<file path="src/hdl/wall_follow_dead_reckoning_mapper_assert.svh">
// Assertion macros shared by the mapper's RTL files.
// Each macro samples on clk and is disabled while rst is high.
`ifndef WALL_FOLLOW_DEAD_RECKONING_MAPPER_ASSERT_SVH
`define WALL_FOLLOW_DEAD_RECKONING_MAPPER_ASSERT_SVH

// Same-cycle implication.
`define WFDR_ASSERT_NOW(lbl, ante, cons, msg) \
  lbl: assert property (@(posedge clk) disable iff (rst) (ante) |-> (cons)) \
    else $error(msg);

// Next-cycle implication.
`define WFDR_ASSERT_NEXT(lbl, ante, cons, msg) \
  lbl: assert property (@(posedge clk) disable iff (rst) (ante) |=> (cons)) \
    else $error(msg);

`endif

</file>
<file path="src/hdl/wfdr_pkg.sv">
// Shared types, constants and helper functions of the wall-follow mapper.
// No dependencies; used by every module of the block.
`default_nettype none

package wfdr_pkg;

  localparam int GRID_DIM_DEFAULT = 128;

  localparam int THR_W   = 12;
  localparam int HEAD_W  = 13;
  localparam int TICK_W  = 8;
  localparam int COORD_W = 7;

  localparam logic [HEAD_W-1:0] HEAD_WRAP   = 13'd8000;
  localparam logic [HEAD_W-1:0] OCTANT_SPAN = 13'd1000;

  localparam logic [THR_W-1:0]   NEAR_RST  = 12'd16;
  localparam logic [THR_W-1:0]   FAR_RST   = 12'd8;
  localparam logic [HEAD_W-1:0]  TURN_RST  = 13'd36;
  localparam logic [TICK_W-1:0]  MARK_RST  = 8'd3;
  localparam logic [THR_W-1:0]   STOP_RST  = 12'd600;
  localparam logic [COORD_W-1:0] START_X_RST = 7'd85;
  localparam logic [COORD_W-1:0] START_Y_RST = 7'd55;

  typedef enum logic [1:0] {
    STEER_LEFT     = 2'd0,
    STEER_STRAIGHT = 2'd1,
    STEER_RIGHT    = 2'd2
  } steer_t;

  typedef enum logic [1:0] {
    DIR_HOLD = 2'd0,
    DIR_INC  = 2'd1,
    DIR_DEC  = 2'd2
  } dir_t;

  typedef struct packed {
    dir_t col_dir;
    dir_t row_dir;
  } step_t;

  // Classified item as it travels from front to back.
  typedef struct packed {
    logic               is_read;
    steer_t             steer;
    logic               stop_hit;
    logic               rd_in_range;
    logic [COORD_W-1:0] rd_col;
    logic [COORD_W-1:0] rd_row;
  } item_t;

  // Position reload caused by a start_x or start_y write.
  typedef struct packed {
    logic               col_we;
    logic               row_we;
    logic [COORD_W-1:0] col;
    logic [COORD_W-1:0] row;
  } pos_load_t;

  // Octant 0..7 of a heading in 0..7999.
  function automatic logic [2:0] octant_of(input logic [HEAD_W-1:0] h);
    logic [2:0] oct;
    oct = 3'd0;
    for (int k = 1; k < 8; k++) begin
      if (h >= HEAD_W'(k * int'(OCTANT_SPAN))) oct = 3'(k);
    end
    return oct;
  endfunction

  // Column and row direction of one step, clockwise from north.
  function automatic step_t step_of(input logic [2:0] oct);
    step_t s;
    unique case (oct)
      3'd0: s = '{col_dir: DIR_HOLD, row_dir: DIR_DEC};
      3'd1: s = '{col_dir: DIR_INC,  row_dir: DIR_DEC};
      3'd2: s = '{col_dir: DIR_INC,  row_dir: DIR_HOLD};
      3'd3: s = '{col_dir: DIR_INC,  row_dir: DIR_INC};
      3'd4: s = '{col_dir: DIR_HOLD, row_dir: DIR_INC};
      3'd5: s = '{col_dir: DIR_DEC,  row_dir: DIR_INC};
      3'd6: s = '{col_dir: DIR_DEC,  row_dir: DIR_HOLD};
      3'd7: s = '{col_dir: DIR_DEC,  row_dir: DIR_DEC};
    endcase
    return s;
  endfunction

endpackage

`default_nettype wire

</file>
<file path="src/hdl/wfdr_front.sv">
// Front end: accepts input items and classifies them for the back end.
// Depends on wfdr_pkg.
`default_nettype none

module wfdr_front #(
  parameter int GRID_DIM = wfdr_pkg::GRID_DIM_DEFAULT
) (
  input  wire logic                          in_valid,
  output logic                               in_ready,
  input  wire logic                          opcode,
  input  wire logic [wfdr_pkg::THR_W-1:0]    side_distance,
  input  wire logic [wfdr_pkg::THR_W-1:0]    stop_reading,
  input  wire logic [wfdr_pkg::COORD_W-1:0]  read_col,
  input  wire logic [wfdr_pkg::COORD_W-1:0]  read_row,
  input  wire logic [wfdr_pkg::THR_W-1:0]    near_threshold,
  input  wire logic [wfdr_pkg::THR_W-1:0]    far_threshold,
  input  wire logic [wfdr_pkg::THR_W-1:0]    stop_threshold,
  input  wire logic                          clear_busy,
  input  wire logic                          q_full,
  output logic                               push,
  output wfdr_pkg::item_t                    push_item
);

  assign in_ready = !q_full && !clear_busy;
  assign push     = in_valid && in_ready;

  always_comb begin
    push_item.is_read  = opcode;
    push_item.stop_hit = (stop_reading >= stop_threshold);
    // left wins when the thresholds cross
    priority if (side_distance > near_threshold) begin
      push_item.steer = wfdr_pkg::STEER_LEFT;
    end else if (side_distance > far_threshold) begin
      push_item.steer = wfdr_pkg::STEER_STRAIGHT;
    end else begin
      push_item.steer = wfdr_pkg::STEER_RIGHT;
    end
    push_item.rd_in_range = (int'(read_col) < GRID_DIM) && (int'(read_row) < GRID_DIM);
    push_item.rd_col      = read_col;
    push_item.rd_row      = read_row;
  end

endmodule

`default_nettype wire

</file>
<file path="config.mk">
export PLATFORM = sky130hd
export DESIGN_NAME = wfdr_front
export DESIGN_NICKNAME = d
export VERILOG_FILES = /design/src/hdl/wall_follow_dead_reckoning_mapper_assert.svh /design/src/hdl/wfdr_pkg.sv /design/src/hdl/wfdr_front.sv
export SDC_FILE = /design/constraint.sdc
export NUM_CORES = 1
export LEC_CHECK = 0
export BUFFER_PORTS_ARGS = -buffer_cell sky130_fd_sc_hd__clkbuf_2
export CAP_MARGIN = 10
export CORE_UTILIZATION = 35
export DETAILED_ROUTE_END_ITERATION = 7
export PLACE_DENSITY = 0.8
export SLEW_MARGIN = 30
export SYNTH_ARGS = -nofsm -noshare
export SYNTH_HDL_FRONTEND = slang
export SYNTH_SLANG_ARGS = --single-unit
</file>
<file path="constraint.sdc">
create_clock -name vclk -period 1.29
set_input_delay 0.0645 -clock vclk [all_inputs]
set_output_delay 0.0645 -clock vclk [all_outputs]
set_load 0.01 [all_outputs]
</file>
==> results of run 1 <==
-- Yosys cell counts (2+ instances only) --
cell	n	area share
nor3_1	4	0.019
nand3_1	3	0.014
nand2_1	5	0.018
nand2b_1	2	0.012
o21ai_0	4	0.019
buf_4	16	0.12
ha_1	36	0.43
inv_1	36	0.13
nand4_1	4	0.024
a21oi_1	13	0.062
nor2_1	2	0.0072
a21o_1	3	0.022
-- layout make-up --
class,instances,share of cell area
well taps,31,0.02502
multi-input cells,92,0.5843
inverters,36,0.09685
repair buffers,79,0.2938
-- metrics by stage --
step,cell area [um2],hold slack [ns],utilization
after floorplan,1097,0.1765,-
final,1550,0.1290,0.5574
after global routing,1550,0.1290,0.5574
after CTS,1468,0.1291,0.5277
after global placement,1439,0.1291,0.5173
after detailed placement,1439,0.1291,0.5173
-- worst max-delay path by stage --
| stage | slack (ns) | from | to | cells past startpoint |
|---|---|---|---|---|
| 2_1_floorplan | -0.13 | near_threshold[1] | push_item[16] | 7 |
| 3_3_place_gp | -0.42 | near_threshold[1] | push_item[16] | 9 |
| 3_5_place_dp | -0.45 | near_threshold[1] | push_item[16] | 9 |
| 4_1_cts | -0.34 | near_threshold[10] | push_item[16] | 8 |
| 5_1_grt | -0.37 | near_threshold[8] | push_item[16] | 9 |
| 6_report | -0.33 | side_distance[10] | push_item[16] | 7 |
-- metal layers --
| metal | GRT usage | up-vias | share of wire |
|---|---|---|---|
| met2 | 0.2958 | 36 | 0.49 |
| met1 | 0.1872 | 476 | 0.44 |
| met5 | 0 | - | 0 |
| li1 | - | 601 | - |
| met4 | 0.006969 | 0 | 0 |
| met3 | 0.01382 | 0 | 0.064 |
-- logic make-up after synthesis --
family	Yosys count	share of synthesized area
AO/OA/AOI/OAI	29	0.1741
other	1	0.003598
AND/OR/NAND/NOR	26	0.1453
adder cells (fa/ha/maj)	36	0.4322
buffers and inverters	52	0.2449
-- power breakdown --
group	leakage, uW	internal (uW)	switching, uW
sequential	0	0	0
clock	0	0	0
combinational	0.000943	273	221
-- what timing repair did --
item | CTS | global route
pin swaps | 9 | 15
resized for setup | 4 | 22
setup endpoints to repair | 3 | 3
==> impl_metrics.json, run 1 <==
{
  "antenna_found_initial": 0,
  "avgRoutedWirePerCell_um": 10.11,
  "dp_slack_ns": -0.4496,
  "ios": 99,
  "nets": 323,
  "io_buffers": 68,
  "crit_type": "in -> out",
  "synth_fp_nets": 258,
  "crit_slowest_cell": "or4_4",
  "violations": "setup timing",
  "grt_pass1_wl_mm": 4.140,
  "setup_tns_ns": -0.8042,
  "worst-path-buf-inv": 2,
  "max_freq_mhz": 616.1,
  "start_util": 0.3747,
  "die_w_um": 56.57,
  "total_power_uw": 493.9,
  "fin_cells": 238,
  "die_h_um": 56.57,
  "crit_required_ns": 1.23,
  "hold_path_depth": 0,
  "mostFrequentLayoutCells": "clkbuf_2, inv_1, ha_1, buf_4, a21oi_1",
  "worst_hold_path.endpoint": "push_item[0]",
  "drt-initial-drc-count": 13,
  "critPathMaxFanout": 2,
  "max_stage_delay_ns": 0.55,
  "static-leakage-power_uw": 0.0009433,
  "layout-area-overhead-vs-synth_pct": 48.74,
  "vdd_drop_max_uv": 191.1,
  "die_area_um2": 3200,
  "yosysWarningCount": 0,
  "cp_top_family": "simple AND/OR/NAND/NOR gates",
  "syn_area_per_cell_um2": 7.238,
  "hold_start": "read_row[0]",
  "cpMostUsedCell": "a21o_1",
  "clkbuf_count": 0,
  "maxCapViolations": 0,
  "final_common_cell": "clkbuf_2",
  "drtPass1Iterations": 4,
  "syn_area_um2": 1042,
  "end_kind": "output port",
  "rsz0062_at_grt": "yes",
  "overflow": 0,
  "rows": 19,
  "dp_hpwl_mm": 2.164,
  "synth-seq-area-share": 0,
  "grt_usage": 0.1524,
  "min_period_over_period": 1.258,
  "min_path_type": "in -> out",
  "placed_cells": 238,
  "post_cts_buffers": 0,
  "place.gp.congestion": 0.8136,
  "num-fill-cells": 277,
  "path_cells": "buf_8, ha_4, a21o_1, a21o_1, or4_4, a21boi_2, buf_2",
  "post-route-min-period_ns": 1.623,
  "multi_input_area_um2": 905.9,
  "design.seq.count": 0,
  "core_area_um2": 2781,
  "outcome": "complete, but fails checks",
  "wl_mm": 2.406,
  "yosysUniqueCellTypes": 28,
  "p_per_area_nw_per_um2": 318.6,
  "grt_pass1_vias": 1092,
  "worst_slack_ns": -0.3331,
  "syn_inst": 144,
  "n_antenna_cell": 0,
  "seq_area_um2": 0,
  "drc": 0,
  "viasPerCell": 4.676,
  "cp.arrival_ns": 1.56,
  "finalSetupViolCount": 3,
  "antenna_left": 0,
  "cts_hold_buf": 0,
  "critPathLaunchType": "input pin",
  "layout-drive-gt1-share": 0.4879,
  "vias": 1113,
  "final_hold_viol_count": 0,
  "drv_slew": 0,
  "grt_start_max_net_pins": 4
}
Power figures use the tool's default switching activity.
==> inputs of run 2 (changes only) <==
--- a/config.mk
+++ b/config.mk
@@ -5,11 +5,11 @@
 export SDC_FILE = /design/constraint.sdc
 export NUM_CORES = 1
 export LEC_CHECK = 0
+export ABC_AREA = 1
 export BUFFER_PORTS_ARGS = -buffer_cell sky130_fd_sc_hd__clkbuf_2
 export CAP_MARGIN = 10
-export CORE_UTILIZATION = 35
+export CORE_UTILIZATION = 25
 export DETAILED_ROUTE_END_ITERATION = 7
-export PLACE_DENSITY = 0.8
 export SLEW_MARGIN = 30
 export SYNTH_ARGS = -nofsm -noshare
 export SYNTH_HDL_FRONTEND = slang
==> impl_metrics.json, run 2 <==
{
  "p_per_area_nw_per_um2": 320.2,
  "critPathLaunchType": "input pin",
  "yosysUniqueCellTypes": 18,
  "layout-area-overhead-vs-synth_pct": 57.47,
  "holdWs_ns": 0.1290,
  "crit_slowest_cell": "ha_4",
  "critPathMaxFanout": 3,
  "dp_slack_ns": -0.04517,
  "io_buffers": 68,
  "rows": 24,
  "clkbuf_count": 0,
  "end_kind": "output port",
  "drv_slew": 0,
  "fin_cells": 293,
  "post-route-min-period_ns": 1.262,
  "path_cells": "buf_2, ha_4, nand2_4, nor2_4, nand2_4, inv_1, nand2_1, nand3_1, nand2_1, nand2_1, inv_1, buf_2",
  "drt-initial-drc-count": 12,
  "max_freq_mhz": 792.6,
  "final_hold_viol_count": 0,
  "synth-seq-area-share": 0,
  "finalSetupViolCount": 0,
  "place_area_um2": 1433,
  "synthTopCellsByArea": "ha_1, inv_1, nand2_1, buf_4, a21oi_1",
  "n_antenna_cell": 0,
  "worst_slack_ns": 0.02825,
  "grt_start_max_net_pins": 4,
  "viasPerCell": 4.085,
  "max_stage_delay_ns": 0.29,
  "min_period_over_period": 0.9781,
  "place.gp.congestion": 0.7992,
  "num-fill-cells": 458,
  "grt_pass1_wl_mm": 3.912,
  "final_common_cell": "clkbuf_2",
  "drtPass1Iterations": 4,
  "layout-drive-gt1-share": 0.5145,
  "synth_top_area_cell": "ha_1",
  "ys_top_cells_by_count": "inv_1, nand2_1, ha_1, buf_4",
  "rsz0062_at_grt": "yes",
  "antenna_found_initial": 0,
  "ios": 99,
  "vdd_drop_max_uv": 139.0,
  "total_power_uw": 578.4,
  "core_area_um2": 4384,
  "min_path_type": "in -> out",
  "design.seq.count": 0,
  "cp_top_family": "simple AND/OR/NAND/NOR gates",
  "cpMostUsedCell": "nand2_1",
  "die_h_um": 69.75,
  "antenna_left": 0,
  "seq_area_um2": 0,
  "synth_top_area_share": 0.3926,
  "outcome": "completed",
  "crit_type": "in -> out",
  "placed_cells": 292,
  "mostFrequentLayoutCells": "clkbuf_2, inv_1, nand2_1, ha_1, ha_4",
  "avgRoutedWirePerCell_um": 9.816,
  "crit_required_ns": 1.23,
  "synth_most_common_cell": "inv_1",
  "final_cell_area_um2": 1807,
  "multi_input_area_um2": 1141,
  "syn_area_per_cell_um2": 6.103,
  "syn_inst": 188,
  "vias": 1197,
  "syn_area_um2": 1147,
  "cp.arrival_ns": 1.20,
  "nets": 357,
  "synth_fp_nets": 302,
  "dp_hpwl_mm": 2.207,
  "die_area_um2": 4864,
  "yosysWarningCount": 0,
  "static-leakage-power_uw": 0.001061,
  "maxCapViolations": 0,
  "start_util": 0.2617,
  "grt_usage": 0.09248,
  "overflow": 0,
  "drc": 0,
  "worst-path-buf-inv": 4,
  "die_w_um": 69.75,
  "grt_pass1_vias": 1059,
  "wl_mm": 2.876
}
-- run 2: cell count changes in the layout (fill, tap and decap cells not counted), moves of 6 or more --
| cell | previous run | this run |
|---|---|---|
| nand2_1 | 4 | 30 |
| ha_1 | 32 | 20 |
| ha_4 | 4 | 16 |
| inv_2 | 1 | 12 |
| buf_4 | 11 | 3 |
| clkbuf_2 | 61 | 54 |
| nand2_2 | 1 | 8 |
| nor2_1 | 2 | 8 |
-- run 2: power by group --
group,internal (uW),switching (uW)
clock network,0,0
registers,0,0
logic,298,281
-- run 2: per-layer routing --
metal | vias up | track usage | wire length [um]
met2 | 29 | 0.1802 | 1569
li1 | 670 | - | -
met5 | - | 0 | 0
met1 | 498 | 0.1164 | 1178
met4 | 0 | 0.004444 | 0
met3 | 0 | 0.004360 | 127
-- run 2: layout make-up --
| type | count | area share |
|---|---|---|
| multi-input cells | 122 | 0.6316 |
| well taps | 52 | 0.03601 |
| inverters | 50 | 0.1039 |
| repair buffers | 69 | 0.2285 |
-- run 2: what timing repair did --
| action | 4_1_cts | 5_1_grt |
|---|---|---|
| setup endpoints to repair | 2 | 2 |
| pin swaps | 5 | 26 |
| buffers inserted | 1 | 0 |
| resized for setup | 5 | 78 |
| hold buffers | 0 | 0 |
-- run 2: logic make-up after synthesis --
logic type	count (synthesis)	synth area share
compound gates	18	0.08616
fa+ha+maj	36	0.3926
buf+inv	66	0.2683
other cells	1	0.003268
simple gates	67	0.2497
-- run 2: path summary, 6_finish.rpt --
check	from	end	slack, ns	cells past startpoint
setup / recovery	side_distance[7]	push_item[17]	0.03	12
hold / removal	read_row[3]	push_item[3]	0.13	0
-- run 2: stage by stage --
| stage | utilization | setup TNS, ns |
|---|---|---|
| after global routing | 0.4121 | -0.06298 |
| after global placement | 0.3268 | -0.08097 |
| after detailed placement | 0.3268 | -0.07703 |
| after CTS | 0.3336 | 0 |
| after floorplan | - | 0 |
| final | 0.4121 | 0 |
