## config.mk

```make
export PLATFORM = sky130hd
export DESIGN_NAME = wfdr_queue
export DESIGN_NICKNAME = d
export VERILOG_FILES = /design/src/hdl/wall_follow_dead_reckoning_mapper_assert.svh /design/src/hdl/wfdr_pkg.sv /design/src/hdl/wfdr_queue.sv
export SDC_FILE = /design/constraint.sdc
export NUM_CORES = 1
export LEC_CHECK = 0
export BUFFER_PORTS_ARGS = -buffer_cell sky130_fd_sc_hd__buf_4
export CAP_MARGIN = 20
export CORE_MARGIN = 1.5
export CORE_UTILIZATION = 48
export CTS_BUF_LIST = sky130_fd_sc_hd__clkbuf_8
export DETAILED_ROUTE_END_ITERATION = 16
export GPL_TIMING_DRIVEN = 1
export PLACE_DENSITY = 0.8
export SLEW_MARGIN = 20
export SYNTH_ARGS = -nofsm -noshare
export SYNTH_HDL_FRONTEND = slang
export SYNTH_SLANG_ARGS = --single-unit
```

## constraint.sdc

```tcl
create_clock -name clk -period 1.5 [get_ports clk]
set_input_delay 0.3 -clock clk [delete_from_list [all_inputs] [get_ports clk]]
set_output_delay 0.3 -clock clk [all_outputs]
set_load 0.05 [all_outputs]
```

## src/hdl/wall_follow_dead_reckoning_mapper_assert.svh

```systemverilog
// Assertion macros shared by the mapper's RTL files.
// Each macro samples on clk and is disabled while rst is high.
`ifndef WALL_FOLLOW_DEAD_RECKONING_MAPPER_ASSERT_SVH
`define WALL_FOLLOW_DEAD_RECKONING_MAPPER_ASSERT_SVH

// Same-cycle implication.
`define WFDR_ASSERT_NOW(lbl, ante, cons, msg) \
  lbl: assert property (@(posedge clk) disable iff (rst) (ante) |-> (cons)) \
    else $error(msg);

// Next-cycle implication.
`define WFDR_ASSERT_NEXT(lbl, ante, cons, msg) \
  lbl: assert property (@(posedge clk) disable iff (rst) (ante) |=> (cons)) \
    else $error(msg);

`endif

```

## src/hdl/wfdr_pkg.sv

```systemverilog
// Shared types, constants and helper functions of the wall-follow mapper.
// No dependencies; used by every module of the block.
`default_nettype none

package wfdr_pkg;

  localparam int GRID_DIM_DEFAULT = 128;

  localparam int THR_W   = 12;
  localparam int HEAD_W  = 13;
  localparam int TICK_W  = 8;
  localparam int COORD_W = 7;

  localparam logic [HEAD_W-1:0] HEAD_WRAP   = 13'd8000;
  localparam logic [HEAD_W-1:0] OCTANT_SPAN = 13'd1000;

  localparam logic [THR_W-1:0]   NEAR_RST  = 12'd16;
  localparam logic [THR_W-1:0]   FAR_RST   = 12'd8;
  localparam logic [HEAD_W-1:0]  TURN_RST  = 13'd36;
  localparam logic [TICK_W-1:0]  MARK_RST  = 8'd3;
  localparam logic [THR_W-1:0]   STOP_RST  = 12'd600;
  localparam logic [COORD_W-1:0] START_X_RST = 7'd85;
  localparam logic [COORD_W-1:0] START_Y_RST = 7'd55;

  typedef enum logic [1:0] {
    STEER_LEFT     = 2'd0,
    STEER_STRAIGHT = 2'd1,
    STEER_RIGHT    = 2'd2
  } steer_t;

  typedef enum logic [1:0] {
    DIR_HOLD = 2'd0,
    DIR_INC  = 2'd1,
    DIR_DEC  = 2'd2
  } dir_t;

  typedef struct packed {
    dir_t col_dir;
    dir_t row_dir;
  } step_t;

  // Classified item as it travels from front to back.
  typedef struct packed {
    logic               is_read;
    steer_t             steer;
    logic               stop_hit;
    logic               rd_in_range;
    logic [COORD_W-1:0] rd_col;
    logic [COORD_W-1:0] rd_row;
  } item_t;

  // Position reload caused by a start_x or start_y write.
  typedef struct packed {
    logic               col_we;
    logic               row_we;
    logic [COORD_W-1:0] col;
    logic [COORD_W-1:0] row;
  } pos_load_t;

  // Octant 0..7 of a heading in 0..7999.
  function automatic logic [2:0] octant_of(input logic [HEAD_W-1:0] h);
    logic [2:0] oct;
    oct = 3'd0;
    for (int k = 1; k < 8; k++) begin
      if (h >= HEAD_W'(k * int'(OCTANT_SPAN))) oct = 3'(k);
    end
    return oct;
  endfunction

  // Column and row direction of one step, clockwise from north.
  function automatic step_t step_of(input logic [2:0] oct);
    step_t s;
    unique case (oct)
      3'd0: s = '{col_dir: DIR_HOLD, row_dir: DIR_DEC};
      3'd1: s = '{col_dir: DIR_INC,  row_dir: DIR_DEC};
      3'd2: s = '{col_dir: DIR_INC,  row_dir: DIR_HOLD};
      3'd3: s = '{col_dir: DIR_INC,  row_dir: DIR_INC};
      3'd4: s = '{col_dir: DIR_HOLD, row_dir: DIR_INC};
      3'd5: s = '{col_dir: DIR_DEC,  row_dir: DIR_INC};
      3'd6: s = '{col_dir: DIR_DEC,  row_dir: DIR_HOLD};
      3'd7: s = '{col_dir: DIR_DEC,  row_dir: DIR_DEC};
    endcase
    return s;
  endfunction

endpackage

`default_nettype wire

```

## src/hdl/wfdr_queue.sv

```systemverilog
// Two-entry queue of classified items between front and back end.
// Depends on wfdr_pkg.
`default_nettype none

module wfdr_queue (
  input  wire logic             clk,
  input  wire logic             rst,
  input  wire logic             push,
  input  wire wfdr_pkg::item_t  push_item,
  output logic                  full,
  input  wire logic             pop,
  output logic                  head_valid,
  output wfdr_pkg::item_t       head_item
);

  wfdr_pkg::item_t entry [2];
  logic            wr_ptr;
  logic            rd_ptr;
  logic [1:0]      count;

  assign full       = (count == 2'd2);
  assign head_valid = (count != 2'd0);
  assign head_item  = entry[rd_ptr];

  always_ff @(posedge clk) begin
    if (rst) begin
      wr_ptr <= 1'b0;
      rd_ptr <= 1'b0;
      count  <= 2'd0;
    end else begin
      if (push) wr_ptr <= !wr_ptr;
      if (pop)  rd_ptr <= !rd_ptr;
      priority if (push && !pop) begin
        count <= count + 2'd1;
      end else if (pop && !push) begin
        count <= count - 2'd1;
      end
    end
  end

  always_ff @(posedge clk) begin
    if (push) entry[wr_ptr] <= push_item;
  end

endmodule

`default_nettype wire

```

==> summary.md, run 1 <==
| Metric | Value |
|---|---|
| Outcome | `complete, but fails checks` |
| Violated checks | `negative setup slack` |
| R2R depth | `2` |
| Leak pwr | `0.951 nW` |
| Period Utilization, post-route | `105%` |
| Setup crit end kind | `output port` |
| Root buffer cell | `clkbuf_8` |
| F_max | `approximately 630 MHz` |
| Synth Register Bits | `43` |
| WP data required | `about 1.2 ns` |
| Mapped Area | `roughly 1600 µm²` |
| CTS sink count | `43` |
| Overall power | `approximately 2.8 mW` |
| Setup violators final | `19` |
| Die Ht | `a little over 60 µm` |
| Final WL | `~3 mm` |
| Sequential share of the synthesized area | `around four fifths` |
| Crit path to | `head_item[5]` |
| IO Count | `between 40 and 50` |
| Post-DRT Antenna Nets | `0` |
| CP Max Fanout | `5` |
| Area Overhead vs Synth | `46.8%` |
| Simple-gate share of the synthesized area | `approximately 3.1%` |
| RD Place Congestion | `approximately 0.67` |
| N_diodes | `0` |
| Finished Cell Area | `roughly 2300 µm²` |
| RSZ-0062 raised after global routing | `true` |
| Synth Area in Adders | `less than 1%` |
| Tot GR Track Use | `~19%` |
| Post-route DRC | `0` |
| Die ar. | `approximately 3600 µm²` |
| Hold Fails Final Rpt | `0` |
| Chip Width | `between 60 and 70 µm` |
| Largest net degree at the start of global routing | `15` |
| Worst-margin pin slew | `0.344 ns` |
| Port Buffer Count | `43` |
| CORE AREA | `roughly 3100 µm²` |
| 1st-iter DRT viols | `31` |
| Vias in the first global route | `950` |
| Clock period minus worst slack | `around 1.6 ns` |
| Max_cap viols | `0` |
| Critical path class | `register to output port` |
| Syn avg cell area | `19.5 µm²` |
| Post-route insts no fill | `182` |
| Vias | `approximately 900` |
| Worst R2R End | `entry[1][6]` |
| Initial antenna violation count | `0` |
| Worst slack, placed | `between 0.1 and 0.15 ns` |
| Gr ovfl total | `0` |
| # H-tree levels | `2` |
| Reg2reg setup slack | `0.23 ns` |
| Routed wire length per instance | `~17 µm` |
| Critical Path AT | `~1.3 ns` |
| Layout fillers | `194` |
| Share of post-route cells with drive strength above 1 | `approximately 58%` |
| Startpoint Class | `register` |
| Combinational family with the most area after synthesis | `multiplexers` |
| Reg2reg start | `wr_ptr` |
| Setup TNS Final | `-1.36 ns` |
| Pwr/cell area | `~1200 nW/µm²` |
| Max Clock Skew | `around 0.011 ns` |
| CTS clk-pin slew, worst paths | `0.08 ns` |
| Synth cell types | `17` |
| Synth Area in Compound Gates | `0.633%` |
| Post-synthesis xor/xnor area fraction | `between 2 and 2.5%` |
| Synth Warn # | `0` |
| TritonCTS clock tree | `done` |
| Hpwl dp | `about 1.9 mm` |
| CTS Buffer Depth | `2` |
| CTS buffer count | `5` |
| Post-CTS Hold Buffers | `0` |
| Initial DRT Pass Iterations | `4` |
| Post-route setup slack | `-0.0782 ns` |
| Via/cell ratio | `slightly below 5` |
| Mapped Cells | `between 80 and 90` |
| # rows | `20` |
| Setup Fix Bufs, Post-CTS | `0` |
| Clk_lat worst skew | `about 0.29 ns` |
| Headroom to the max-slew limit | `~77%` |
| Placed Cells | `roughly 170` |
| Multiplexer area fraction after synthesis | `13.5%` |
| Nets | `around 160` |
| Slew Limit Fails | `0` |
| Synthesized Nets | `between 100 and 150` |
| Global-route wire length before repair | `4.60 mm` |
| Placed Area | `approximately 2000 µm²` |
| Worst min path class | `input port to register` |
| Max VDD drop | `~800 µV` |
| Initial Util | `about half` |
## metrics by stage
step	util (%)	hold WS [ns]
3_3_place_gp	64.4	0.476
3_5_place_dp	64.4	0.488
4_1_cts	73.9	0.190
2_1_floorplan	-	0.369
5_1_grt	74.8	0.184
6_report	74.8	0.195
## state kept, by name (all words and copies together), names as in the netlist, named ones only
name / count
entry: 38
wr_ptr: 1
rd_ptr: 1
count: 2
## where the power goes
part	total (mW)	internal [mW]	switching (mW)	leakage (nW)
sequential	1.42	1.39	0.0343	0.399
clock	0.647	0.307	0.341	0.0466
combinational	0.748	0.347	0.401	0.506
total	2.82	2.04	0.776	0.951
## layout by cell type (no fill, tap or decap)
master    count
edfxtp_1     38
buf_4        29
mux2_4       19
buf_8        19
clkbuf_8      5
nor2_1        4
buf_6         4
dfxtp_1       4
inv_1         3
xor2_1        2
xnor2_1       2
or2_2         1
and2_1        1
and2b_2       1
nor2b_2       1
o21ai_0       1
or3_1         1
a21oi_1       1
ha_1          1
dfxtp_4       1
## worst min-delay path by stage
stage                  start            to  slack (ns)  depth (start not counted)
2_1_floorplan            rst      count[1]        0.37                          1
3_3_place_gp        count[1]      count[1]        0.48                          2
3_5_place_dp   push_item[12]  entry[0][12]        0.49                          1
4_1_cts         push_item[7]   entry[0][7]        0.19                          1
5_1_grt         push_item[7]   entry[1][7]        0.18                          1
6_report       push_item[16]  entry[0][16]        0.19                          1
## kinds of logic after synthesis
family          count (synthesis)
buf+inv                         3
simple gates                    9
compound gates                  2
fa+ha+maj                       1
mux                            19
flops                          43
xor+xnor                        4
## critical path: stages (launching register included)
cell,delay (ns)
dfxtp_4,0.38
buf_6,0.14
mux2_4,0.32
buf_8,0.15
## per-layer routing
metal  GRT usage [%]  part of all wire [%]  vias up
li1                -                     -      416
met1            22.2                    38      442
met4            9.21                   2.3        0
met3            5.76                   5.3        7
met5               0                     0        -
met2            30.4                    54       36
## synthesized netlist by cell type
master	n	area, µm²
buf_2	1	5.00
and2_1	1	6.26
dfxtp_1	5	100
xor2_1	2	17.5
or2_2	1	6.26
a21oi_1	1	5.00
and2b_2	1	8.76
nor2_1	4	15.0
mux2_2	19	214
nor2b_1	1	6.26
ha_1	1	12.5
inv_1	1	3.75
or3_1	1	6.26
buf_6	1	11.3
xnor2_1	2	17.5
edfxtp_1	38	1140
o21ai_0	1	5.00
## timing repair
item                                   CTS  global route
setup endpoints to repair               19            19
cloned                                   2             0
resized for setup                       57             8
endpoints found under the hold margin    0             0
## area by class of cell
cell class / count / area, µm² / share of cell area (%)
multi-input combinational: 35 / 394 / 17.0
timing repair buffer: 52 / 548 / 23.6
inverter: 1 / 3.75 / 0.162
sequential: 43 / 1240 / 53.6
tap: 44 / 55.1 / 2.37
clock buffer: 5 / 68.8 / 2.96
clock inverter: 2 / 7.51 / 0.323
Power figures use the tool's default switching activity.
==> run 2: changes to the inputs <==
Settings changed: RECOVER_POWER from default to 50.
==> run 2 against run 1 <==
Net effect: the run still ends with negative setup slack left; critical path type unchanged; non-clock buffer count is the same; worst setup slack better by 0.0035 ns; utilization shrank 0.97 points; sequential power hardly changed; fmax grew 0.22%.
==> summary.md, run 2 (synthesis results as in run 1) <==
| Metric | Value |
|---|---|
| N_diodes | `0 (unchanged)` |
| Gr ovfl total | `0 (unchanged)` |
| Setup TNS Final | `-1.30 ns (+0.0693 ns)` |
| # H-tree levels | `2 (unchanged)` |
| Most frequent cells in the layout | `38 x edfxtp_1, 19 x mux2_4, 19 x buf_8` |
| Setup violators final | `19 (unchanged)` |
| Share of post-route cells with drive strength above 1 | `52.2% (-5.8 points)` |
| Setup crit end kind | `output port` |
| Initial DRT Pass Iterations | `4 (unchanged)` |
| RD Place Congestion | `0.668 (unchanged)` |
| Hold WS | `0.202 ns (+0.00731 ns)` |
| Pwr/cell area | `1220 nW/µm² (+0.78%)` |
| CTS clk-pin slew, worst paths | `0.07 ns (about the same)` |
| CORE AREA | `3100 µm² (unchanged)` |
| Initial Util | `51.0% (unchanged)` |
| Die Ht | `60.4 µm (unchanged)` |
| Initial antenna violation count | `0 (unchanged)` |
| Startpoint Class | `register` |
| Post-route setup slack | `-0.0747 ns (+0.00351 ns)` |
| Critical path class | `register to output port` |
| Worst slack, placed | `0.144 ns (unchanged)` |
| Worst-margin pin slew | `0.343 ns (-0.00141 ns)` |
| Vias | `900 (-0.11%)` |
| Register area | `1240 µm² (unchanged)` |
| CP Max Fanout | `4 (-1)` |
| Slew Limit Fails | `0 (unchanged)` |
| Vias in the first global route | `950 (unchanged)` |
| Tot GR Track Use | `18.5% (unchanged)` |
| Final WL | `2.99 mm (-0.86%)` |
| Global-route wire length before repair | `4.60 mm (unchanged)` |
| Clock period minus worst slack | `1.57 ns (-0.00351 ns)` |
| Max_cap viols | `0 (unchanged)` |
| Area Overhead vs Synth | `44.9%` |
| Headroom to the max-slew limit | `77.1% (+0.094 points)` |
| Max VDD drop | `787 µV (-1.1%)` |
| Hold Fails Final Rpt | `0 (unchanged)` |
| Setup Fix Bufs, Post-CTS | `0 (unchanged)` |
| Leak pwr | `0.920 nW (-3.3%)` |
| Final design utilization | `73.9% (-0.97 points)` |
| 1st-iter DRT viols | `37 (+19%)` |
| CTS Buffer Depth | `2 (unchanged)` |
| Post-route DRC | `0 (unchanged)` |
| Worst min path class | `input port to register` |
| Largest registers | `entry: 38 flops, count: 2 flops` |
| Critical Path AT | `1.27 ns (about the same)` |
| Area of the multi-input gates | `394 µm² (unchanged)` |
| Overall power | `2.80 mW (-0.53%)` |
| IO Count | `44 (unchanged)` |
| Die ar. | `3650 µm² (unchanged)` |
| CTS buffer count | `5 (unchanged)` |
| Period Utilization, post-route | `105% (-0.23 points)` |
| Post-DRT Antenna Nets | `0 (unchanged)` |
| Layout fillers | `202 (+4.1%)` |
| Violated checks | `negative setup slack` |
| Nets | `162 (unchanged)` |
| Post-CTS Hold Buffers | `0 (unchanged)` |
| CTS sink count | `43 (unchanged)` |
| F_max | `635 MHz (+0.22%)` |
| Routed wire length per instance | `16.4 µm (-0.86%)` |
| WP data required | `1.20 ns (about the same)` |
| Commonest non-fill, non-tap cell in the layout | `edfxtp_1` |
| RSZ-0062 raised after global routing | `true` |
| Outcome | `complete, but fails checks` |
| Port Buffer Count | `43 (unchanged)` |
| Via/cell ratio | `4.95 (-0.11%)` |
| Chip Width | `60.4 µm (unchanged)` |
| TritonCTS clock tree | `done` |
| # rows | `20 (unchanged)` |
| Hpwl dp | `1.89 mm (unchanged)` |
| Top reg by flops | `entry` |
| Max reg flops | `38 (unchanged)` |
| Clk_lat worst skew | `0.29 ns (about the same)` |
| Max Clock Skew | `0.0102 ns (-0.000557 ns)` |
| Root buffer cell | `clkbuf_8` |
| Largest net degree at the start of global routing | `15 (unchanged)` |
run 2: cell count changes in the layout (fill, tap and decap cells not counted):
cell / previous run / this run
buf_4: 29 / 10
clkbuf_4: 0 / 11
clkbuf_1: 0 / 8
run 2: path summary, 6_finish.rpt:
check / from / to / slack (ns) / cells after the start
setup reg to reg: wr_ptr / entry[1][6] / 0.22 / 2
hold / removal: rst / register / 0.20 / 2
setup / recovery: register / head_item[17] / -0.07 / 3
hold reg to reg: count[1] / count[1] / 0.51 / 2
run 2: power breakdown:
| group | leakage [nW] | internal [mW] | switching (mW) |
|---|---|---|---|
| Combinational | 0.475 | 0.337 | 0.402 |
| Sequential | 0.399 | 1.39 | 0.0342 |
| Clock | 0.0466 | 0.306 | 0.336 |
run 2: final cells by class:
| type | instances | area share [%] |
|---|---|---|
| clock inverters | 2 | 0.328 |
| repair buffers | 52 | 22.6 |
| flip-flops and latches | 43 | 54.3 |
| well taps | 44 | 2.40 |
| clock buffers | 5 | 3.00 |
| inverters | 1 | 0.164 |
| multi-input cells | 35 | 17.2 |
run 2: what timing repair did:
action / 4_1_cts / 5_1_grt
cloned: 2 / 0
gates resized for setup: 57 / 8
endpoints found under the setup margin: 19 / 19
pin swaps: 0 / 0
run 2: worst max-delay path, stage by stage, from the launching register on:
cell and delay (ns):
dfxtp_4 0.38, buf_6 0.14, mux2_4 0.32, buf_8 0.15
run 2: stage by stage:
step | std cells | instance area, µm²
2_1_floorplan | 81 | 1580
3_3_place_gp | 173 | 2000
3_5_place_dp | 173 | 2000
4_1_cts | 182 | 2290
5_1_grt | 182 | 2290
6_report | 182 | 2290
run 2: per-layer routing:
layer	part of all wire [%]	vias up	global-route usage, %
li1	-	416	-
met1	38	447	22.2
met2	55	30	30.4
met3	4.8	7	5.76
met4	2.3	0	9.21
met5	0	-	0
==> run 3: changes to the inputs <==
Settings changed: REMOVE_ABC_BUFFERS from default to 1.
==> run 3 against run 2 <==
Net effect: the flow still finishes with violations (negative setup slack); die area is the same; flip-flop and latch count unchanged; worst setup slack worse by 0.047 ns; clock power increased by 31%; wire length down 15%; critical endpoint is now head_item[14]; largest cell class unchanged.
==> summary.md, run 3 (synthesis results as in run 1) <==
| Metric | Value |
|---|---|
| Largest registers | `entry: 38 flops, count: 2 flops` |
| Critical path class | `register to output port` |
| Setup crit end kind | `output port` |
| Critical Path AT | `1.32 ns (+0.05 ns)` |
| Max_cap viols | `0 (unchanged)` |
| Gr ovfl total | `0 (unchanged)` |
| Tot GR Track Use | `14.8% (-3.7 points)` |
| Clock period minus worst slack | `1.62 ns (+0.0469 ns)` |
| Area of the multi-input gates | `330 µm² (-16%)` |
| CORE AREA | `3100 µm² (unchanged)` |
| Root buffer cell | `clkbuf_8` |
| Vias | `849 (-5.7%)` |
| WP data required | `1.20 ns (about the same)` |
| Die ar. | `3650 µm² (unchanged)` |
| Initial Util | `51.0% (unchanged)` |
| CP Max Fanout | `9 (+5)` |
| Initial antenna violation count | `0 (unchanged)` |
| Nets | `157 (-3.1%)` |
| Final WL | `2.53 mm (-15%)` |
| N_diodes | `0 (unchanged)` |
| 1st-iter DRT viols | `24 (-35%)` |
| Share of post-route cells with drive strength above 1 | `56.0% (+3.8 points)` |
| Slew Limit Fails | `0 (unchanged)` |
| CTS sink count | `43 (unchanged)` |
| CTS buffer count | `5 (unchanged)` |
| F_max | `617 MHz (-2.9%)` |
| Register area | `1240 µm² (unchanged)` |
| Most frequent cells in the layout | `38 x edfxtp_1, 17 x mux2_2, 17 x clkbuf_4, 17 x buf_6, 7 x buf_4` |
| Max reg flops | `38 (unchanged)` |
| Layout fillers | `208 (+3.0%)` |
| Headroom to the max-slew limit | `83.0% (+5.8 points)` |
| Via/cell ratio | `4.77 (-3.5%)` |
| Largest net degree at the start of global routing | `20 (+5)` |
| Setup Fix Bufs, Post-CTS | `0 (unchanged)` |
| Outcome | `complete, but fails checks` |
| Violated checks | `negative setup slack` |
| Pwr/cell area | `1320 nW/µm² (+8.2%)` |
| Setup TNS Final | `-1.92 ns (-0.625 ns)` |
| RSZ-0062 raised after global routing | `true` |
| Area Overhead vs Synth | `39.0%` |
| # rows | `20 (unchanged)` |
| Routed wire length per instance | `14.2 µm (-13%)` |
| IO Count | `44 (unchanged)` |
| Initial DRT Pass Iterations | `4 (unchanged)` |
| Hpwl dp | `1.64 mm (-13%)` |
| Startpoint Class | `register` |
| Period Utilization, post-route | `108% (+3.1 points)` |
| Post-route setup slack | `-0.122 ns (-0.0469 ns)` |
| # H-tree levels | `2 (unchanged)` |
| Global-route wire length before repair | `3.68 mm (-20%)` |
| CTS Buffer Depth | `2 (unchanged)` |
| Max Clock Skew | `0.00486 ns (-0.00537 ns)` |
| Worst-margin pin slew | `0.256 ns (-0.0874 ns)` |
| Post-route DRC | `0 (unchanged)` |
| Max VDD drop | `731 µV (-7.1%)` |
| Setup violators final | `18 (-1)` |
| Worst min path class | `input port to register` |
| Port Buffer Count | `43 (unchanged)` |
| CTS clk-pin slew, worst paths | `0.07 ns (about the same)` |
| Commonest non-fill, non-tap cell in the layout | `edfxtp_1` |
| TritonCTS clock tree | `done` |
| Die Ht | `60.4 µm (unchanged)` |
| Hold Fails Final Rpt | `0 (unchanged)` |
| Vias in the first global route | `870 (-8.4%)` |
| Hold WS | `0.201 ns (-0.00110 ns)` |
| Post-DRT Antenna Nets | `0 (unchanged)` |
| Top reg by flops | `entry` |
| Clk_lat worst skew | `0.28 ns (about the same)` |
| Chip Width | `60.4 µm (unchanged)` |
| RD Place Congestion | `0.624 (-6.7%)` |
| Leak pwr | `0.843 nW (-8.4%)` |
## run 3: cell count changes in the layout (fill, tap and decap cells not counted), sizes merged
cell and delta:
buf -5, bufinv +1, clkinv +2, inv -2
## run 3: layout make-up
| type | count | area share [%] |
|---|---|---|
| clock inverters | 3 | 1.76 |
| clock buffers | 5 | 3.13 |
| well taps | 44 | 2.50 |
| flip-flops and latches | 43 | 56.6 |
| inverters | 1 | 0.171 |
| multi-input cells | 35 | 15.0 |
| repair buffers | 47 | 20.8 |
## run 3: timing repair
item / 4_1_cts / 5_1_grt
resized for setup: 26 / 0
hold buffers: 0 / 0
gates cloned: 1 / 0
endpoints found under the setup margin: 19 / 19
## run 3: path summary, 6_finish.rpt
check	startpoint	end	slack [ns]	cells past startpoint
max	register	head_item[14]	-0.12	3
min	rst	register	0.20	2
max reg2reg	wr_ptr	entry[1][6]	0.41	2
min reg2reg	count[1]	count[1]	0.51	2
## run 3: power breakdown
part           internal, mW  switching (mW)
clock network         0.487           0.357
logic                 0.271           0.373
registers              1.39          0.0318
total                  2.15           0.762
## run 3: per-layer routing
layer | GRT usage, % | vias up | routed length (µm)
li1 | - | 409 | -
met4 | 6.03 | 0 | 21
met2 | 27.8 | 32 | 1380
met1 | 13.2 | 405 | 940
met3 | 7.46 | 3 | 185
met5 | 0 | - | 0
## run 3: worst max-delay path, stage by stage, from the launching register on
cell     delay [ns]
dfxtp_4        0.40
buf_12         0.14
mux2_2         0.35
buf_6          0.16
## run 3: through the flow
stage	setup WS [ns]	power, mW	cell area, µm²	util (%)	std cells
global route	-0.158	3.01	2200	70.8	178
finish	-0.122	2.91	2200	70.8	178
CTS	-0.138	2.94	2210	71.1	178
floorplan	-0.0933	1.82	1570	-	79
detailed placement	0.118	2.02	1980	63.8	169
global placement	0.130	2.01	1980	63.8	169
